**config.mk**
```make
export PLATFORM = sky130hd
export DESIGN_NAME = sorted_priority_queue_unit_flat
export DESIGN_NICKNAME = d
export VERILOG_FILES = /design/src/sv/spq_pkg.sv /design/src/sv/spq_req_if.sv /design/src/sv/spq_rsp_if.sv /design/src/sv/spq_mem.sv /design/src/sv/spq_cmp.sv /design/src/sv/sorted_priority_queue_unit.sv /design/src/flat_wrapper.sv
export SDC_FILE = /design/constraint.sdc
export NUM_CORES = 1
export LEC_CHECK = 0
export ABC_AREA = 0
export BUFFER_PORTS_ARGS = -buffer_cell sky130_fd_sc_hd__buf_2
export CAP_MARGIN = 20
export CORE_MARGIN = 2
export CORE_UTILIZATION = 55
export DETAILED_ROUTE_END_ITERATION = 12
export HOLD_SLACK_MARGIN = 0.1
export PLACE_DENSITY = 0.81
export SETUP_SLACK_MARGIN = 0.1
export SKIP_LAST_GASP = 1
export SYNTH_ARGS = -nofsm -noshare
export SYNTH_HDL_FRONTEND = slang
export SYNTH_HIERARCHICAL = 1
export SYNTH_SLANG_ARGS = --single-unit
export TNS_END_PERCENT = 1
```
**constraint.sdc**
```tcl
create_clock -name clk -period 11 [get_ports clk]
set_clock_uncertainty 0.05 [all_clocks]
set_input_delay 1.65 -clock clk [delete_from_list [all_inputs] [get_ports clk]]
set_output_delay 1.65 -clock clk [all_outputs]
set_load 0.05 [all_outputs]
```
**src/sv/spq_pkg.sv**
```systemverilog
// Shared types, constants and sizes of the sorted priority queue.
`timescale 1ns / 1ps
`default_nettype none

package spq_pkg;

    localparam int DEPTH    = 16;
    localparam int IDX_W    = $clog2(DEPTH);
    localparam int CNT_W    = $clog2(DEPTH + 1);
    localparam int PRI_W    = 32;
    localparam int PAY_W    = 16;
    localparam int MODE_W   = 2;
    localparam int STATUS_W = 2;
    localparam int COUNT_W  = 5;

    localparam logic [MODE_W-1:0] MODE_PUSH = 2'd0;
    localparam logic [MODE_W-1:0] MODE_POP  = 2'd1;
    localparam logic [MODE_W-1:0] MODE_PEEK = 2'd2;

    localparam logic [STATUS_W-1:0] STATUS_OK    = 2'd0;
    localparam logic [STATUS_W-1:0] STATUS_EMPTY = 2'd1;
    localparam logic [STATUS_W-1:0] STATUS_FULL  = 2'd2;

    typedef struct packed {
        logic [PRI_W-1:0] pri;
        logic [PAY_W-1:0] pay;
    } entry_t;

    typedef struct packed {
        logic             we;
        logic [IDX_W-1:0] waddr;
        entry_t           wdata;
        logic [IDX_W-1:0] raddr;
    } mem_req_t;

    typedef enum logic [5:0] {
        ST_IDLE      = 6'b000001,
        ST_PUSH_WALK = 6'b000010,
        ST_PUSH_PUT  = 6'b000100,
        ST_POP_HEAD  = 6'b001000,
        ST_POP_SHIFT = 6'b010000,
        ST_DONE      = 6'b100000
    } state_t;

endpackage

`default_nettype wire

```
**src/sv/spq_req_if.sv**
```systemverilog
// Request channel: one queue operation per word.
`timescale 1ns / 1ps
`default_nettype none

interface spq_req_if;
    logic                            valid;
    logic                            ready;
    logic [spq_pkg::MODE_W-1:0]      mode;
    logic [spq_pkg::PRI_W-1:0]       priority_req;
    logic [spq_pkg::PAY_W-1:0]       payload;

    modport source (output valid, output mode, output priority_req, output payload,
                    input ready);
    modport sink (input valid, input mode, input priority_req, input payload,
                  output ready);
endinterface

`default_nettype wire

```
**src/sv/spq_rsp_if.sv**
```systemverilog
// Response channel: one result word per queue operation.
`timescale 1ns / 1ps
`default_nettype none

interface spq_rsp_if;
    logic                            valid;
    logic                            ready;
    logic [spq_pkg::PAY_W-1:0]       result_data;
    logic [spq_pkg::STATUS_W-1:0]    status;
    logic [spq_pkg::COUNT_W-1:0]     count;

    modport source (output valid, output result_data, output status, output count,
                    input ready);
    modport sink (input valid, input result_data, input status, input count,
                  output ready);
endinterface

`default_nettype wire

```
**src/sv/spq_mem.sv**
```systemverilog
// Entry storage: one write port and one registered read port.
`timescale 1ns / 1ps
`default_nettype none

module spq_mem (
    input  wire logic              clk,
    input  wire spq_pkg::mem_req_t req,
    output spq_pkg::entry_t        rdata
);

    spq_pkg::entry_t mem [spq_pkg::DEPTH];
    spq_pkg::entry_t rdata_reg;

    always_ff @(posedge clk)
    begin
        if (req.we)
        begin
            mem[req.waddr] <= req.wdata;
        end
        rdata_reg <= mem[req.raddr];
    end

    assign rdata = rdata_reg;

endmodule

`default_nettype wire

```
**src/sv/spq_cmp.sv**
```systemverilog
// Ordering compare: is a stored entry strictly after a new entry.
`timescale 1ns / 1ps
`default_nettype none

module spq_cmp (
    input  wire spq_pkg::entry_t stored,
    input  wire spq_pkg::entry_t fresh,
    output logic                 greater
);

    always_comb
    begin
        greater = (stored.pri > fresh.pri) ||
                  ((stored.pri == fresh.pri) && (stored.pay > fresh.pay));
    end

endmodule

`default_nettype wire

```
**src/sv/sorted_priority_queue_unit.sv**
```systemverilog
// Sorted priority queue: a bounded queue of entries held in ascending order of
// priority, ties broken by ascending payload, with push, pop and peek words.
// Entries sit in a memory with one write port and one registered read port, walked
// one entry per cycle by a small sequencer and one comparator. A push walks
// from the tail toward the head, moving each greater entry down one place until its
// slot is found. A pop reads the head and moves the rest up one place; a peek reads
// the head only, and a refused operation or mode 3 goes straight to its result. A
// finished result waits in an output register, so the next word is taken while the
// previous result has not yet been collected; if that result is still waiting when
// the next operation finishes, the sequencer holds in its last step until it is
// taken. Mode 3 does nothing and reports status ok with the current count.
`timescale 1ns / 1ps
`default_nettype none

module sorted_priority_queue_unit (
    input  wire logic  clk,
    input  wire logic  rst_n,
    spq_req_if.sink    req,
    spq_rsp_if.source  rsp
);

    spq_pkg::state_t                    state_reg, state_next;
    logic [spq_pkg::CNT_W-1:0]          fill_reg, fill_next;
    logic [spq_pkg::IDX_W-1:0]          ptr_reg, ptr_next;
    logic [spq_pkg::MODE_W-1:0]         op_reg, op_next;
    logic [spq_pkg::STATUS_W-1:0]       status_reg, status_next;
    logic [spq_pkg::PAY_W-1:0]          data_reg, data_next;
    spq_pkg::entry_t                    new_reg, new_next;
    logic                               out_valid_reg, out_valid_next;
    logic [spq_pkg::PAY_W-1:0]          out_data_reg, out_data_next;
    logic [spq_pkg::STATUS_W-1:0]       out_status_reg, out_status_next;
    logic [spq_pkg::COUNT_W-1:0]        out_count_reg, out_count_next;

    spq_pkg::mem_req_t                  mem_req;
    spq_pkg::entry_t                    rdata;
    logic                               greater;

    spq_mem u_mem (
        .clk   (clk),
        .req   (mem_req),
        .rdata (rdata)
    );

    spq_cmp u_cmp (
        .stored  (rdata),
        .fresh   (new_reg),
        .greater (greater)
    );

    always_comb
    begin
        state_next      = state_reg;
        fill_next       = fill_reg;
        ptr_next        = ptr_reg;
        op_next         = op_reg;
        status_next     = status_reg;
        data_next       = data_reg;
        new_next        = new_reg;
        out_valid_next  = out_valid_reg && !rsp.ready;
        out_data_next   = out_data_reg;
        out_status_next = out_status_reg;
        out_count_next  = out_count_reg;
        mem_req.we      = 1'b0;
        mem_req.waddr   = ptr_reg;
        mem_req.wdata   = new_reg;
        mem_req.raddr   = '0;

        unique case (state_reg)
            spq_pkg::ST_IDLE:
            begin
                // Start the read at the tail for a push, at the head otherwise.
                if (req.mode == spq_pkg::MODE_PUSH)
                begin
                    mem_req.raddr = spq_pkg::IDX_W'(fill_reg - 1'b1);
                end
                if (req.valid)
                begin
                    op_next     = req.mode;
                    new_next    = '{pri: req.priority_req, pay: req.payload};
                    data_next   = '0;
                    status_next = spq_pkg::STATUS_OK;
                    ptr_next    = spq_pkg::IDX_W'(fill_reg - 1'b1);
                    unique case (req.mode)
                        spq_pkg::MODE_PUSH:
                        begin
                            if (fill_reg == spq_pkg::CNT_W'(spq_pkg::DEPTH))
                            begin
                                status_next = spq_pkg::STATUS_FULL;
                                state_next  = spq_pkg::ST_DONE;
                            end
                            else if (fill_reg == '0)
                            begin
                                ptr_next   = '0;
                                state_next = spq_pkg::ST_PUSH_PUT;
                            end
                            else
                            begin
                                state_next = spq_pkg::ST_PUSH_WALK;
                            end
                        end
                        spq_pkg::MODE_POP, spq_pkg::MODE_PEEK:
                        begin
                            if (fill_reg == '0)
                            begin
                                status_next = spq_pkg::STATUS_EMPTY;
                                state_next  = spq_pkg::ST_DONE;
                            end
                            else
                            begin
                                state_next = spq_pkg::ST_POP_HEAD;
                            end
                        end
                        default:
                        begin
                            state_next = spq_pkg::ST_DONE;
                        end
                    endcase
                end
            end

            spq_pkg::ST_PUSH_WALK:
            begin
                // rdata holds the entry at ptr; the entry below it is read meanwhile.
                mem_req.raddr = ptr_reg - 1'b1;
                mem_req.we    = 1'b1;
                mem_req.waddr = ptr_reg + 1'b1;
                if (greater)
                begin
                    mem_req.wdata = rdata;
                    if (ptr_reg == '0)
                    begin
                        state_next = spq_pkg::ST_PUSH_PUT;
                    end
                    else
                    begin
                        ptr_next = ptr_reg - 1'b1;
                    end
                end
                else
                begin
                    mem_req.wdata = new_reg;
                    state_next    = spq_pkg::ST_DONE;
                end
            end

            spq_pkg::ST_PUSH_PUT:
            begin
                mem_req.we    = 1'b1;
                mem_req.waddr = ptr_reg;
                mem_req.wdata = new_reg;
                state_next    = spq_pkg::ST_DONE;
            end

            spq_pkg::ST_POP_HEAD:
            begin
                data_next     = rdata.pay;
                mem_req.raddr = spq_pkg::IDX_W'(1);
                if (op_reg == spq_pkg::MODE_POP && fill_reg > spq_pkg::CNT_W'(1))
                begin
                    ptr_next   = spq_pkg::IDX_W'(1);
                    state_next = spq_pkg::ST_POP_SHIFT;
                end
                else
                begin
                    state_next = spq_pkg::ST_DONE;
                end
            end

            spq_pkg::ST_POP_SHIFT:
            begin
                mem_req.we    = 1'b1;
                mem_req.waddr = ptr_reg - 1'b1;
                mem_req.wdata = rdata;
                mem_req.raddr = ptr_reg + 1'b1;
                if (ptr_reg == spq_pkg::IDX_W'(fill_reg - 1'b1))
                begin
                    state_next = spq_pkg::ST_DONE;
                end
                else
                begin
                    ptr_next = ptr_reg + 1'b1;
                end
            end

            spq_pkg::ST_DONE:
            begin
                if (!out_valid_reg || rsp.ready)
                begin
                    if (status_reg == spq_pkg::STATUS_OK && op_reg == spq_pkg::MODE_PUSH)
                    begin
                        fill_next = fill_reg + 1'b1;
                    end
                    else if (status_reg == spq_pkg::STATUS_OK &&
                             op_reg == spq_pkg::MODE_POP)
                    begin
                        fill_next = fill_reg - 1'b1;
                    end
                    out_valid_next  = 1'b1;
                    out_data_next   = data_reg;
                    out_status_next = status_reg;
                    out_count_next  = spq_pkg::COUNT_W'(fill_next);
                    state_next      = spq_pkg::ST_IDLE;
                end
            end

            default:
            begin
                state_next = spq_pkg::ST_IDLE;
            end
        endcase
    end

    always_ff @(posedge clk or negedge rst_n)
    begin
        if (!rst_n)
        begin
            state_reg     <= spq_pkg::ST_IDLE;
            fill_reg      <= '0;
            out_valid_reg <= 1'b0;
        end
        else
        begin
            state_reg     <= state_next;
            fill_reg      <= fill_next;
            out_valid_reg <= out_valid_next;
        end
    end

    always_ff @(posedge clk)
    begin
        ptr_reg        <= ptr_next;
        op_reg         <= op_next;
        status_reg     <= status_next;
        data_reg       <= data_next;
        new_reg        <= new_next;
        out_data_reg   <= out_data_next;
        out_status_reg <= out_status_next;
        out_count_reg  <= out_count_next;
    end

    assign req.ready       = (state_reg == spq_pkg::ST_IDLE);
    assign rsp.valid       = out_valid_reg;
    assign rsp.result_data = out_data_reg;
    assign rsp.status      = out_status_reg;
    assign rsp.count       = out_count_reg;

    a_fill_bound: assert property (@(posedge clk) disable iff (!rst_n)
        fill_reg <= spq_pkg::CNT_W'(spq_pkg::DEPTH))
        else $error("fill count beyond queue depth");

    a_full_count: assert property (@(posedge clk) disable iff (!rst_n)
        rsp.valid && rsp.status == spq_pkg::STATUS_FULL
            |-> rsp.count == spq_pkg::COUNT_W'(spq_pkg::DEPTH))
        else $error("full status with a queue that is not full");

    a_empty_result: assert property (@(posedge clk) disable iff (!rst_n)
        rsp.valid && rsp.status == spq_pkg::STATUS_EMPTY
            |-> rsp.count == '0 && rsp.result_data == '0)
        else $error("empty status with stored entries or nonzero data");

    a_write_in_walk: assert property (@(posedge clk) disable iff (!rst_n)
        mem_req.we |-> state_reg != spq_pkg::ST_IDLE && state_reg != spq_pkg::ST_DONE)
        else $error("entry memory written outside an operation");

    a_result_from_done: assert property (@(posedge clk) disable iff (!rst_n)
        $rose(out_valid_reg) |-> $past(state_reg == spq_pkg::ST_DONE))
        else $error("result word raised without a finished operation");

endmodule

`default_nettype wire
```
**src/flat_wrapper.sv**
```systemverilog
// flat-port wrapper written by rule: the top's interface ports become plain ports
module sorted_priority_queue_unit_flat 
  (clk, rst_n, req_valid, req_mode, req_priority_req, req_payload, req_ready, rsp_valid, rsp_result_data, rsp_status, rsp_count, rsp_ready);
  spq_req_if req_i ();
  spq_rsp_if rsp_i ();
  input  wire logic clk;
  input  wire logic rst_n;
  input wire logic [$bits(req_i.valid)-1:0] req_valid;
  input wire logic [$bits(req_i.mode)-1:0] req_mode;
  input wire logic [$bits(req_i.priority_req)-1:0] req_priority_req;
  input wire logic [$bits(req_i.payload)-1:0] req_payload;
  output wire logic [$bits(req_i.ready)-1:0] req_ready;
  output wire logic [$bits(rsp_i.valid)-1:0] rsp_valid;
  output wire logic [$bits(rsp_i.result_data)-1:0] rsp_result_data;
  output wire logic [$bits(rsp_i.status)-1:0] rsp_status;
  output wire logic [$bits(rsp_i.count)-1:0] rsp_count;
  input wire logic [$bits(rsp_i.ready)-1:0] rsp_ready;
  assign req_i.valid = req_valid;
  assign req_i.mode = req_mode;
  assign req_i.priority_req = req_priority_req;
  assign req_i.payload = req_payload;
  assign req_ready = req_i.ready;
  assign rsp_valid = rsp_i.valid;
  assign rsp_result_data = rsp_i.result_data;
  assign rsp_status = rsp_i.status;
  assign rsp_count = rsp_i.count;
  assign rsp_i.ready = rsp_ready;
  sorted_priority_queue_unit u_core (.clk(clk), .rst_n(rst_n), .req(req_i), .rsp(rsp_i));
endmodule
```
; Yosys cells after proc, flatten, opt, wreduce, memory -nomap -nowiden
; Memories as Yosys holds them, arrays and structs flattened. A register that Yosys moved wholly into a read port is not among the register bits.
; Index checks and enable logic that the tools add are counted.
[totals]
output_inout_bits = 25
register_bits = 107
wordCells = 97
mem_count = 1
mem_bits_rw = 768
in_bits = 54
[op_classes]
n_reduce_logical = 22
addsub = 4
magnitude_cmp = 3
mux = 35
n_eq_ne = 20
[memory_table]
columns = name, depth, word_bits, rd, rd_clocked_by_memory_dff, write_ports, line_no
row1 = u_core.u_mem.mem, 16, 48, 1, 1, 1, spq_mem.sv:11  ; spq_pkg::entry_t mem [spq_pkg::DEPTH];
[ops]
columns = operator, n
row1 = $pmux 53 s3, 1
row2 = $mux 48, 1
row3 = $mux 6, 8
row4 = $mux 4, 9
row5 = $pmux 6 s6, 1
row6 = $eq 32x32->1, 1
row7 = $gt 32x32->1, 1
row8 = $pmux 16 s2, 1
row9 = $pmux 4 s4, 2
row10 = $gt 16x16->1, 1
row11 = $mux 16, 1
row12 = $pmux 6 s2, 1
row13 = $mux 5, 2
row14 = $ne 2x1->1 const B, 4
row15 = $eq 6x1->1 const B, 1
row16 = $eq 6x2->1 const B, 1
row17 = $eq 6x3->1 const B, 1
row18 = $eq 6x4->1 const B, 1
row19 = $eq 6x5->1 const B, 1
row20 = $eq 6x6->1 const B, 1
row21 = $logic_not 2->1, 3
row22 = $ne 2x2->1 const B, 3
row23 = $reduce_and 2->1, 3
row24 = $reduce_and 6->1, 1
row25 = 23 further kinds, 34

; Logic depth before layout (Yosys ltp)
[depth]
depth_word = 7
depth_mapped = 12
ltp_nobuf = 12

; Cells and area by module
; Netlist, hierarchy kept.
[by_module_without_submodules]
columns = mod, n_inst, cells_each, seq_area_each_um2, area_each_um2
row1 = spq_mem, 1, 1242, 24023.0, 29691.0
row2 = sorted_priority_queue_unit, 1, 362, 3154.3, 5195.0
row3 = spq_cmp, 1, 171, 0.0, 1236.2

; Worst setup path before layout
; OpenSTA, ideal clock, no wires.
[synth_path]
path_kind = flip-flop to flip-flop
from = reg u_core.state_reg[3]
to = mem u_core/u_mem/mem[0][0] in the netlist's numbering (enable)
path_buffers = 2
synth_period_minus_slack_ps = 6201
setup_ps = 513
required_ps = 10437
arrival_time_ps = 5638
path_stages_with_launch = 9
setup_slack_ps = 4799
path_cell_list = dfrtp_1 buf_6 or4_1 buf_2 or2_4 o311ai_0 a21oi_1 or3b_2 nor3_1
[synth_rtl]
columns = item, line_no
row1 = "start, declared", sorted_priority_queue_unit.sv:22  ; spq_pkg::state_t state_reg, state_next;
row2 = "start signal, assigned", sorted_priority_queue_unit.sv:217  ; state_reg <= spq_pkg::ST_IDLE;
row3 = "start signal, assigned", sorted_priority_queue_unit.sv:223  ; state_reg <= state_next;
row4 = "end, declared", spq_mem.sv:11

==> results.cfg <==
[yosys]
async_reset_ff_share_pct = 1.30
synth_nets = 1885
synth_cells = 1775
yosys_warnings = 6
seq_area_frac_synth_pct = 75.2
synth-seq-cells = 923
synth_area_um2 = 36100
synth.distinct_cells = 70
synthFlopType = edfxtp_1
synth_edf_count = 863
avgSynthCellArea_um2 = 20.4

[critical_path]
crit_arrival_ns = 5.87
crit_buf_inv = 2
startpoint = u_core/state_reg[2]$_DFFE_PN0P_
critical-path-max-stage-delay_ns = 0.67
endpoint_kind = register
cp.depth = 9
slowest_stage = buf_12
cpLargestDelayFamily = simple AND/OR/NAND/NOR gates
cp-endpoint = u_core/u_mem/rdata[31]$_DFF_P_
cp_common_cell = nand2_1
crit_type = reg -> reg
cp_data_required_time_ns = 11.46
worstPathMaxFanout = 128
crit_path_start_kind = register
r2r_slack_ns = 5.59
rr_worst_depth = 9
worstReg2RegEnd = u_core/u_mem/rdata[31]$_DFF_P_
rr_startpoint = u_core/state_reg[2]$_DFFE_PN0P_
crit_chain = or4_4 > nor3b_2 > nand2_1 > o221ai_4 > buf_4 > buf_12 > mux4_2 > a22oi_1 > nand2_1

[floorplanning]
initial_core_util_pct = 55.8
die_w_um = 260
chipHeight_um = 260
io_pins = 79
die_area_um2 = 67700
core-area_um2 = 64700
rows = 93

[detailed_routing]
drt_wl_total_um = 77800
remaining_drc_errors = 0
ant_nets = 0
drtPass1Iterations = 5
num_vias = 17900
via_per_inst = 6.35
drt_first_iter_violations = 2171
routedWlPerCell_um = 27.6

[sta]
clock.fmax_mhz = 185
maxSlewHeadroom_pct = 19.6
hold_viol = 0
worst_pin_slew_ns = 1.21
rsz0062_at_grt = false
period_minus_slack_ns = 5.41
final-max-slew-violation-count = 0
finalCritPeriodShare_pct = 49.2
tns_ns = 0
finalSetupViolCount = 0

[pwr]
ir_drop_mv = 0.209
p_per_area_nw_per_um2 = 250
p_leak_nw = 13.3
power.total_mw = 10.2

[clock_tree]
numCtsBuffers = 90
clock_path_buffers = 3
cts_resized = 0
clk-insertion-delay-late_ns = 0.64
h-tree-depth = 3
clockRootBuffer = clkbuf_16
clk_pin_slew_ns = 0.06
numClockSinks = 923
ctsHoldBuffers = 0
cts_tree = yes
cts_setup_buffers = 0

[min_path]
min_path_type = reg -> reg

[job]
maxCapViolCount = 0

[placed_design]
place_congestion = 0.802
portBuffers = 78
dp_hpwl_um = 38400
placed_area_um2 = 37600

[status]
status = finished, final reports clean

[global_route]
grt_max_degree = 129
grt_pass1_vias = 18500
gr-total-overflow = 0
grt_pass1_wl_um = 115000
antenna_found_initial = 1
grt.total_usage_pct = 23.3

[finish]
nNetsFinal = 2001
utilization_pct = 62.7
drive_gt1_share_pct = 26.8
regArea_um2 = 27200
area_growth_pct = 12.3
largest_reg_flops = 768
multi_input_area_um2 = 8470
nFillCells = 4240
post-route-cell-area_um2 = 40600
[cell usage after synthesis, types with 8 or more instances]
cell type	n	share of area (%)
a22oi_1	96	2.0
mux2_4	20	0.83
nor2b_1	10	0.17
inv_1	57	0.59
edfxtp_1	863	72
dfrtp_1	11	0.76
nand4_1	9	0.16
dfxtp_1	48	2.7
buf_2	8	0.11
xor2_1	9	0.22
buf_1	19	0.20
nor3_1	19	0.26
mux2_2	29	0.90
clkbuf_1	35	0.36
nor2_1	24	0.25
a21oi_1	25	0.35
buf_4	18	0.37
o21ai_0	18	0.25
mux4_2	192	12
nand3_1	12	0.17
ha_1	56	1.9
xnor2_1	11	0.27
and2_1	19	0.33
nand2_1	73	0.76
[kinds of logic (layout without fill, tap and decap cells)]
family,Yosys count,after routing,synth area share (%)
buffers and inverters,142,331,1.79
flip-flops,923,923,75.2
XOR/XNOR,21,21,0.551
multiplexers,243,243,13.8
AND/OR/NAND/NOR,211,211,3.18
other,0,1,0
AO/OA/AOI/OAI,179,179,3.54
adder cells (fa/ha/maj),56,56,1.94
[worst min-delay path by stage]
| stage | depth (start not counted) | slack (ns) | from | endpoint |
|---|---|---|---|---|
| detailed placement | 0 | 0.35 | u_core/data_reg[6]$_SDFFCE_PN0P_ | u_core/rsp.result_data[6]$_DFFE_PP_ |
| CTS | 0 | 0.37 | u_core/data_reg[12]$_SDFFCE_PN0P_ | u_core/rsp.result_data[12]$_DFFE_PP_ |
| global route | 0 | 0.37 | u_core/data_reg[5]$_SDFFCE_PN0P_ | u_core/rsp.result_data[5]$_DFFE_PP_ |
| finish | 0 | 0.37 | u_core/data_reg[6]$_SDFFCE_PN0P_ | u_core/rsp.result_data[6]$_DFFE_PP_ |
| floorplan | 0 | 0.35 | u_core/data_reg[0]$_SDFFCE_PN0P_ | u_core/rsp.result_data[0]$_DFFE_PP_ |
| global placement | 0 | 0.35 | u_core/data_reg[12]$_SDFFCE_PN0P_ | u_core/rsp.result_data[12]$_DFFE_PP_ |
[power breakdown]
| group | switching (mW) | internal (mW) |
|---|---|---|
| sequential | 0.209 | 4.35 |
| clock | 1.27 | 1.80 |
| combinational | 1.53 | 0.993 |
| total | 3.01 | 7.15 |
[worst register-to-register path, cell delays in order (launching register included)]
cell and delay [ns]:
dfrtp_1 0.51, or4_4 0.65, nor3b_2 0.55, nand2_1 0.29, o221ai_4 0.65, buf_4 0.61
buf_12 0.69, mux4_2 0.92, a22oi_1 0.27, nand2_1 0.11
[stage by stage]
stage | cells | setup WS [ns] | hold slack [ns]
after floorplan | 1775 | 4.80 | 0.350
after global placement | 2653 | 5.41 | 0.352
after detailed placement | 2653 | 5.31 | 0.355
after CTS | 2818 | 5.53 | 0.369
after global routing | 2819 | 5.12 | 0.374
final | 2820 | 5.59 | 0.368
[area by class of cell]
type,count,share of cell area (%)
sequential,923,67.0
multi-input combinational,710,20.9
clock buffer,121,6.22
tap,855,2.64
timing repair buffer,109,1.62
clock inverter,44,1.15
inverter,57,0.527
antenna,1,0.00617
[cell usage in the layout (no fill, tap or decap), types with 12 or more instances in the layout]
| master | netlist | layout |
|---|---|---|
| edfxtp_1 | 863 | 863 |
| mux4_2 | 192 | 192 |
| a22oi_1 | 96 | 96 |
| clkbuf_16 | 0 | 93 |
| buf_2 | 8 | 78 |
| nand2_1 | 73 | 73 |
| inv_1 | 57 | 57 |
| ha_1 | 56 | 56 |
| dfxtp_1 | 48 | 48 |
| mux2_2 | 29 | 29 |
| buf_4 | 18 | 29 |
| a21oi_1 | 25 | 25 |
| mux2_4 | 20 | 20 |
| clkbuf_1 | 35 | 19 |
| o21ai_0 | 18 | 17 |
| and2_1 | 19 | 17 |
| clkinv_2 | 0 | 15 |
| nor3_1 | 19 | 15 |
| nor2_4 | 1 | 14 |
| nand3_1 | 12 | 12 |
[metal layers]
layer	vias up	track usage [%]	wire length [um]
li1	7509	-	-
met3	176	4.74	7150
met4	0	7.92	2440
met2	927	38.6	38800
met1	9300	31.3	29400
met5	-	0	0
No activity file was read; power rests on OpenSTA's default activity.
